--- src/rtl/mcpwc_pkg.sv ---
package mcpwc_pkg;

  // channel count and timer width are fixed by the port fields
  localparam int NUM_CH = 4;
  localparam int CH_W   = $clog2(NUM_CH);
  localparam int TS_W   = 16;

  // packed stream word widths, rounded up to whole bytes
  localparam int IN_TDATA_W  = ((NUM_CH + TS_W + 7) / 8) * 8;
  localparam int OUT_TDATA_W = ((CH_W + TS_W + 7) / 8) * 8;

  localparam logic [NUM_CH-1:0] EN_RESET = '1;

  // overflow count codes, count saturates at two
  localparam logic [1:0] OVF_NONE = 2'd0;
  localparam logic [1:0] OVF_ONE  = 2'd1;
  localparam logic [1:0] OVF_SAT  = 2'd2;

  typedef enum logic {
    OP_SAMPLE = 1'b0,
    OP_TICK   = 1'b1
  } op_t;

  // all pulses that ended on one sample
  typedef struct packed {
    logic [NUM_CH-1:0]           fall;
    logic [NUM_CH-1:0]           err;
    logic [NUM_CH-1:0][TS_W-1:0] width;
  } pulse_set_t;

  typedef struct packed {
    logic       valid;
    pulse_set_t set;
  } pulse_slot_t;

endpackage

--- src/rtl/mcpwc_front.sv ---
module mcpwc_front
  import mcpwc_pkg::*;
(
  input  logic              clk,
  input  logic              rst_n,
  input  logic              in_valid,
  input  logic              in_opcode,
  input  logic [NUM_CH-1:0] in_pins,
  input  logic [TS_W-1:0]   in_ts,
  output logic              in_ready,
  input  logic              cfg_valid,
  input  logic [NUM_CH-1:0] cfg_data,
  input  logic              full,
  output pulse_slot_t       push
);

  logic [NUM_CH-1:0]           en_r, en_nxt;
  logic [NUM_CH-1:0]           prev_r, prev_nxt;
  logic [NUM_CH-1:0][1:0]      ovf_r, ovf_nxt;
  logic [NUM_CH-1:0][TS_W-1:0] rise_r, rise_nxt;
  logic                        accept;
  op_t                         opcode;

  assign in_ready = !full;
  assign accept   = in_valid && !full;
  assign opcode   = op_t'(in_opcode);

  always_comb begin
    en_nxt   = en_r;
    prev_nxt = prev_r;
    ovf_nxt  = ovf_r;
    rise_nxt = rise_r;
    push     = '0;
    if (cfg_valid) begin
      en_nxt = cfg_data;
    end
    if (accept) begin
      unique case (opcode)
        OP_TICK: begin
          for (int c = 0; c < NUM_CH; c++) begin
            if (ovf_r[c] != OVF_SAT) begin
              ovf_nxt[c] = ovf_r[c] + 2'd1;
            end
          end
        end
        OP_SAMPLE: begin
          for (int c = 0; c < NUM_CH; c++) begin
            if (en_r[c]) begin
              prev_nxt[c] = in_pins[c];
              if (in_pins[c] && !prev_r[c]) begin
                ovf_nxt[c]  = OVF_NONE;
                rise_nxt[c] = in_ts;
              end else if (!in_pins[c] && prev_r[c]) begin
                push.set.fall[c] = 1'b1;
                if (ovf_r[c] >= OVF_SAT) begin
                  push.set.err[c] = 1'b1;
                end else if (ovf_r[c] == OVF_ONE && in_ts >= rise_r[c]) begin
                  // wrapped once and ran past the start: saturate
                  push.set.width[c] = '1;
                end else begin
                  push.set.width[c] = in_ts - rise_r[c];
                end
              end
            end
          end
          push.valid = |push.set.fall;
        end
      endcase
    end
  end

  always_ff @(posedge clk) begin
    if (!rst_n) begin
      en_r   <= EN_RESET;
      prev_r <= '0;
      ovf_r  <= '0;
    end else begin
      en_r   <= en_nxt;
      prev_r <= prev_nxt;
      ovf_r  <= ovf_nxt;
    end
  end

  // start times need no reset, read only after a rising edge wrote them
  always_ff @(posedge clk) begin
    rise_r <= rise_nxt;
  end

  a_tick_no_push: assert property (@(posedge clk) disable iff (!rst_n)
    (accept && opcode == OP_TICK) |-> !push.valid)
    else $error("overflow tick produced pulse results");

endmodule

--- src/rtl/mcpwc_queue.sv ---
module mcpwc_queue
  import mcpwc_pkg::*;
(
  input  logic        clk,
  input  logic        rst_n,
  input  pulse_slot_t push,
  input  logic        pop,
  output logic        full,
  output pulse_slot_t head
);

  // two slots, slot 0 is the head
  logic       v0_r, v0_nxt, v1_r, v1_nxt;
  pulse_set_t e0_r, e0_nxt, e1_r, e1_nxt;
  logic       v0_p, v1_p;
  pulse_set_t e0_p;

  assign full       = v1_r;
  assign head.valid = v0_r;
  assign head.set   = e0_r;

  always_comb begin
    v0_p   = pop ? v1_r : v0_r;
    v1_p   = pop ? 1'b0 : v1_r;
    e0_p   = pop ? e1_r : e0_r;
    v0_nxt = v0_p;
    v1_nxt = v1_p;
    e0_nxt = e0_p;
    e1_nxt = e1_r;
    if (push.valid) begin
      if (!v0_p) begin
        v0_nxt = 1'b1;
        e0_nxt = push.set;
      end else begin
        v1_nxt = 1'b1;
        e1_nxt = push.set;
      end
    end
  end

  always_ff @(posedge clk) begin
    if (!rst_n) begin
      v0_r <= 1'b0;
      v1_r <= 1'b0;
    end else begin
      v0_r <= v0_nxt;
      v1_r <= v1_nxt;
    end
  end

  always_ff @(posedge clk) begin
    e0_r <= e0_nxt;
    e1_r <= e1_nxt;
  end

  a_fill_order: assert property (@(posedge clk) disable iff (!rst_n)
    v1_r |-> v0_r)
    else $error("second slot valid with empty head");

  a_no_overfill: assert property (@(posedge clk) disable iff (!rst_n)
    push.valid |-> !v1_r)
    else $error("push into full queue");

  a_pop_nonempty: assert property (@(posedge clk) disable iff (!rst_n)
    pop |-> v0_r)
    else $error("pop from empty queue");

endmodule

--- src/rtl/mcpwc_back.sv ---
module mcpwc_back
  import mcpwc_pkg::*;
(
  input  logic            clk,
  input  logic            rst_n,
  input  pulse_slot_t     head,
  output logic            pop,
  output logic            out_valid,
  input  logic            out_ready,
  output logic [CH_W-1:0] out_channel,
  output logic [TS_W-1:0] out_width,
  output logic            out_err,
  output logic            out_last
);

  logic [NUM_CH-1:0] done_r, done_nxt;
  logic              valid_r, valid_nxt;
  logic [CH_W-1:0]   ch_r;
  logic [TS_W-1:0]   width_r;
  logic              err_r, last_r;
  logic [NUM_CH-1:0] pending, sel_oh, rest;
  logic [CH_W-1:0]   sel;
  logic              load, last;

  always_comb begin
    pending = head.valid ? (head.set.fall & ~done_r) : '0;
    sel     = '0;
    sel_oh  = '0;
    // lowest pending channel goes first
    for (int c = NUM_CH - 1; c >= 0; c--) begin
      if (pending[c]) begin
        sel    = CH_W'(c);
        sel_oh = '0;
        sel_oh[c] = 1'b1;
      end
    end
    rest = pending & ~sel_oh;
    last = (rest == '0);
    load = (|pending) && (!valid_r || out_ready);
    pop  = load && last;
    if (pop) begin
      done_nxt = '0;
    end else if (load) begin
      done_nxt = done_r | sel_oh;
    end else begin
      done_nxt = done_r;
    end
    if (load) begin
      valid_nxt = 1'b1;
    end else if (out_ready) begin
      valid_nxt = 1'b0;
    end else begin
      valid_nxt = valid_r;
    end
  end

  always_ff @(posedge clk) begin
    if (!rst_n) begin
      valid_r <= 1'b0;
      done_r  <= '0;
    end else begin
      valid_r <= valid_nxt;
      done_r  <= done_nxt;
    end
  end

  always_ff @(posedge clk) begin
    if (load) begin
      ch_r    <= sel;
      width_r <= head.set.width[sel];
      err_r   <= head.set.err[sel];
      last_r  <= last;
    end
  end

  assign out_valid   = valid_r;
  assign out_channel = ch_r;
  assign out_width   = width_r;
  assign out_err     = err_r;
  assign out_last    = last_r;

  a_done_subset: assert property (@(posedge clk) disable iff (!rst_n)
    (done_r & ~head.set.fall) == '0 || !head.valid)
    else $error("finished mask has channels outside head entry");

  a_done_clear_idle: assert property (@(posedge clk) disable iff (!rst_n)
    !head.valid |-> done_r == '0)
    else $error("finished mask left over with no head entry");

endmodule

--- src/rtl/multi_channel_pulse_width_capture_top.sv ---
// four-channel rc receiver pulse-width capture
//
// in_* stream: one word per pin sample or timer overflow tick. in_tuser is the
//   opcode (0 = pin sample, 1 = overflow tick); in_tdata carries the pin levels
//   and the free-running timestamp of the sample.
// out_* stream: one word per falling edge on an enabled channel, ascending
//   channel order within a sample, out_tlast on the final word of a sample.
//   out_tuser flags an overflow error (two or more timer wraps, width zero).
// cfg_*: write of the channel enable mask, always ready, take effect on the
//   next sample; write only while no sample is still draining.
// timing: a sample is classified in the cycle it is accepted; its first result
//   passes through a queue slot and the output register before out_tvalid.
// throughput: one word per cycle on each side while the queue has room and the
//   receiver is ready; a sample gives one output word per falling edge, and
//   ticks and edgeless samples give none; a two-entry queue between classifier and
//   serializer absorbs bursts; in_tready drops only while both entries wait.
// reset: levels low, overflow counts zero, all channels enabled, queue and
//   output register empty. when the receiver stalls, the output word holds
//   and the queue fills, then the input side stalls.
module multi_channel_pulse_width_capture_top
  import mcpwc_pkg::*;
(
  input  logic                   clk,
  input  logic                   rst_n,
  input  logic                   in_tvalid,
  output logic                   in_tready,
  input  logic [IN_TDATA_W-1:0]  in_tdata,   // pin_levels, timestamp, zero fill
  input  logic                   in_tuser,   // opcode
  output logic                   out_tvalid,
  input  logic                   out_tready,
  output logic [OUT_TDATA_W-1:0] out_tdata,  // channel, pulse_width, zero fill
  output logic                   out_tuser,  // overflow_error
  output logic                   out_tlast,
  input  logic                   cfg_valid,
  output logic                   cfg_ready,
  input  logic [NUM_CH-1:0]      cfg_data    // channel_enable
);

  pulse_slot_t     push, head;
  logic            full, pop;
  logic [CH_W-1:0] out_channel;
  logic [TS_W-1:0] out_width;

  // config register is a plain flop write, never busy
  assign cfg_ready = 1'b1;

  // front: edge detect, per-channel state and width arithmetic
  mcpwc_front u_front (
    .clk       (clk),
    .rst_n     (rst_n),
    .in_valid  (in_tvalid),
    .in_opcode (in_tuser),
    .in_pins   (in_tdata[NUM_CH-1:0]),
    .in_ts     (in_tdata[NUM_CH +: TS_W]),
    .in_ready  (in_tready),
    .cfg_valid (cfg_valid),
    .cfg_data  (cfg_data),
    .full      (full),
    .push      (push)
  );

  // queue of finished pulse sets
  mcpwc_queue u_queue (
    .clk   (clk),
    .rst_n (rst_n),
    .push  (push),
    .pop   (pop),
    .full  (full),
    .head  (head)
  );

  // back: one result word per cycle from the head pulse set while out_tready is high
  mcpwc_back u_back (
    .clk         (clk),
    .rst_n       (rst_n),
    .head        (head),
    .pop         (pop),
    .out_valid   (out_tvalid),
    .out_ready   (out_tready),
    .out_channel (out_channel),
    .out_width   (out_width),
    .out_err     (out_tuser),
    .out_last    (out_tlast)
  );

  assign out_tdata = {{(OUT_TDATA_W - CH_W - TS_W){1'b0}}, out_width, out_channel};

endmodule
--- config.mk ---
export PLATFORM = sky130hd
export DESIGN_NAME = multi_channel_pulse_width_capture_top
export DESIGN_NICKNAME = d
export VERILOG_FILES = /design/src/rtl/mcpwc_pkg.sv /design/src/rtl/mcpwc_front.sv /design/src/rtl/mcpwc_queue.sv /design/src/rtl/mcpwc_back.sv /design/src/rtl/multi_channel_pulse_width_capture_top.sv
export SDC_FILE = /design/constraint.sdc
export NUM_CORES = 1
export LEC_CHECK = 0
export BUFFER_PORTS_ARGS = -buffer_cell sky130_fd_sc_hd__buf_2
export CAP_MARGIN = 30
export CORE_ASPECT_RATIO = 1.5
export CORE_MARGIN = 2
export CORE_UTILIZATION = 58
export CTS_CLUSTER_SIZE = 25
export DETAILED_ROUTE_END_ITERATION = 7
export PLACE_DENSITY = 0.79
export SLEW_MARGIN = 20
export SYNTH_ARGS = -nofsm -noshare
export SYNTH_HDL_FRONTEND = slang
export SYNTH_SLANG_ARGS = --single-unit
--- constraint.sdc ---
create_clock -name clk -period 11.35 [get_ports clk]
set_clock_uncertainty 0.2 [all_clocks]
set_input_delay 0.5675 -clock clk [delete_from_list [all_inputs] [get_ports clk]]
set_output_delay 0.5675 -clock clk [all_outputs]
set_load 0.02 [all_outputs]
==> results.json <==
{
  "netlist_area_um2": 13700,
  "peakVddDrop_mv": 0.128,
  "min_period_ns": 4.01,
  "clockBufferDepth": 3,
  "endpoint_kind": "flop",
  "slew_headroom_pct": 31.9,
  "cts.sinks": 251,
  "ys_async_sr_fraction_pct": 0,
  "hold_slack_ns": 0.0567,
  "core_area_um2": 23100,
  "pwr-share-clk_pct": 40.0,
  "synthCells": 1387,
  "start_util_pct": 59.3,
  "row_count": 68,
  "clk_pin_slew_ns": 0.07,
  "nNetsFinal": 1531,
  "yosysUniqueCellTypes": 71,
  "io_pins": 63,
  "vias_per_cell": 6.07,
  "dr_total_vias": 10648,
  "internal_power_w": 0.00164,
  "power.total_w": 0.00221,
  "fin_crit_sh_pct": 35.3,
  "final_cells": 1754,
  "hp-class": "in2reg",
  "ys_ff_latch": 251,
  "numCtsBuffers": 25,
  "fin_setup_tns_ns": 0,
  "worstSetupStartpointType": "flop",
  "combPwrFrac_pct": 14.3,
  "grt_usage_pct": 27.5,
  "hold_viol_final": 0,
  "die_h_um": 192,
  "p_sw_share_pct": 25.6,
  "drive_above_1_share_pct": 9.17,
  "dr.first_iter.drc_count": 1036,
  "crit_arrival_ns": 4.25,
  "rsz0062_at_grt": "false",
  "grt-ovfl-total": 0,
  "synth_ff_type": "edfxtp_1",
  "pre_cts_ws_ns": 7.14,
  "grt_pass1_wl_mm": 52.9,
  "synthTopCellsByCount": "edfxtp_1 (156), nor2_1 (154), nand2_1 (136)",
  "drt_pass1_iterations": 5,
  "dp_cells": 1709,
  "ant_nets": 0,
  "avgSynthCellArea_um2": 9.85,
  "status": "complete, no violations",
  "synth_most_common_cell": "edfxtp_1",
  "routed_wl_mm": 34.4,
  "nFillCells": 1841,
  "slew_viol_final": 0,
  "worst_ep_required_time_ns": 11.58,
  "setup_violations": 0,
  "cts_setup_buffers": 0,
  "grt_pass1_vias": 9786,
  "grt_max_degree": 64,
  "p_leak_nw": 6.47,
  "drc": 0,
  "antenna_cells": 0,
  "path_max_fanout": 63,
  "area_delta_synth_final_pct": 10.0,
  "p_seq_share_pct": 45.7,
  "synthTopCellsByArea": "edfxtp_1 (34%), dfxtp_1 (14%), ha_1 (6.6%)",
  "synth_edf_count": 156,
  "yosysWarnings": 0,
  "path_class": "reg2reg",
  "maxCapViolations": 0,
  "dp_hpwl_mm": 24.2,
  "tightest_slew_ns": 1.02,
  "antenna_found_initial": 0,
  "fmaxAchievable_ghz": 0.249,
  "place_congestion": 0.901,
  "port_buffers": 51,
  "switchingPower_w": 0.000566,
  "worstSkewPairLatency_ns": 0.53,
  "dieArea_um2": 24800,
  "powerDensity_nw_per_um2": 147,
  "seq_area_frac_synth_pct": 48.2,
  "hold_buffers": 0,
  "clockRootBuffer": "clkbuf_16",
  "post_cts_resized": 0,
  "htree_levels": 1,
  "fin_ws_ns": 7.34,
  "cts_tree": "done",
  "synth_top_area_share_pct": 34.3,
  "die_w_um": 129,
  "drt-wirelength-per-cell_um": 19.6,
  "yosys.area.top_type": "edfxtp_1"
}
==> path summary, 6_finish.rpt <==
| path | from | endpoint | slack [ns] | cells after the start |
|---|---|---|---|---|
| setup / recovery | u_queue.full$_SDFF_PN0_ | u_queue.head[2]$_DFF_P_ | 7.34 | 9 |
| hold / removal | cfg_data[2] | u_front.en_r[2]$_SDFFE_PN1P_ | 0.06 | 3 |
| setup reg to reg | u_queue.full$_SDFF_PN0_ | u_queue.head[2]$_DFF_P_ | 7.34 | 9 |
| hold reg to reg | u_queue.head[41]$_DFF_P_ | u_queue.head[41]$_DFF_P_ | 0.28 | 2 |
==> power by group through the flow <==
stage	sequential (W)	clock (W)	combinational, W
final	0.00101	0.000882	0.000316
after global routing	0.00101	0.000924	0.000346
after CTS	0.00101	0.000891	0.000310
after detailed placement	0.00103	0	0.000306
after global placement	0.00103	0	0.000299
after floorplan	0.00102	0	0.000223
==> sequential cells by signal, summed over array words and instances (netlist names) <==
signal	flops
u_front.en_r	4
u_front.rise_r	64
u_back.out_channel	2
u_back.out_last	1
u_back.out_width	16
u_queue.full	1
u_front.ovf_r	8
u_back.out_valid	1
u_back.done_r	4
u_back.out_err	1
u_queue.head	72
u_queue.v0_r	1
u_front.prev_r	4
u_queue.e1_r	72
==> cells in the final DEF (no fill, tap or decap), types with 5 or more instances in the layout <==
| cell | n |
|---|---|
| edfxtp_1 | 156 |
| nor2_1 | 153 |
| nand2_1 | 136 |
| dfxtp_1 | 95 |
| inv_1 | 93 |
| a21oi_1 | 83 |
| mux2i_1 | 74 |
| ha_1 | 72 |
| o21ai_0 | 55 |
| buf_2 | 51 |
| o22ai_1 | 35 |
| xnor2_1 | 26 |
| clkbuf_16 | 26 |
| and3_1 | 25 |
| a31oi_1 | 25 |
| a21o_1 | 25 |
| nand2b_1 | 22 |
| nor3_1 | 21 |
| o211ai_1 | 19 |
| nand3_1 | 19 |
| nor2b_1 | 18 |
| o21a_1 | 14 |
| buf_4 | 12 |
| xor2_1 | 11 |
| a21boi_0 | 11 |
| nand4_1 | 10 |
| a211oi_1 | 10 |
| o22ai_2 | 10 |
| o31ai_1 | 7 |
| or3_1 | 7 |
| conb_1 | 7 |
| o21ai_1 | 6 |
| nand4b_1 | 5 |
| and4_1 | 5 |
| a22oi_1 | 5 |
==> cells by family after synthesis <==
kind of cell	after synthesis	synth area share (%)
multiplexers	77	5.67
flip-flops	251	48.2
other	2	0.0550
buffers and inverters	156	4.80
XOR/XNOR	37	2.37
AO/OA/AOI/OAI	343	16.5
adder cells (fa/ha/maj)	76	7.18
AND/OR/NAND/NOR	445	15.2
==> layout make-up <==
type                       count  area, um^2  share of cell area (%)
inverter                      95         357                    2.37
timing repair buffer          63         345                    2.30
sequential                   251        6590                    43.8
clock inverter                11         160                    1.07
multi-input combinational    985        6470                    43.0
tap                          315         394                    2.62
clock buffer                  34         721                    4.79
==> worst max-delay path: stages (launching register included) <==
cell	delay, ns
dfxtp_1	0.31
inv_1	0.16
and3_1	0.44
nand4b_1	0.29
inv_1	0.24
nor4_4	0.10
a21oi_4	0.49
buf_4	0.67
nand2_1	0.61
o22ai_1	0.35
==> stage by stage <==
step | utilization [%] | instance area [um^2]
3_3_place_gp | 61.4 | 14200
4_1_cts | 65.2 | 15000
2_1_floorplan | - | 13700
6_report | 65.2 | 15000
5_1_grt | 65.2 | 15000
3_5_place_dp | 61.4 | 14200
==> metal layers <==
| metal | part of all wire [%] | GRT usage (%) | routed length (um) |
|---|---|---|---|
| met5 | 0 | 0 | 0 |
| met4 | 4.8 | 13.0 | 1660 |
| met3 | 5.7 | 2.42 | 1970 |
| met2 | 48 | 45.1 | 16500 |
| met1 | 42 | 36.8 | 14300 |
No activity file was read; power rests on OpenSTA's default activity.
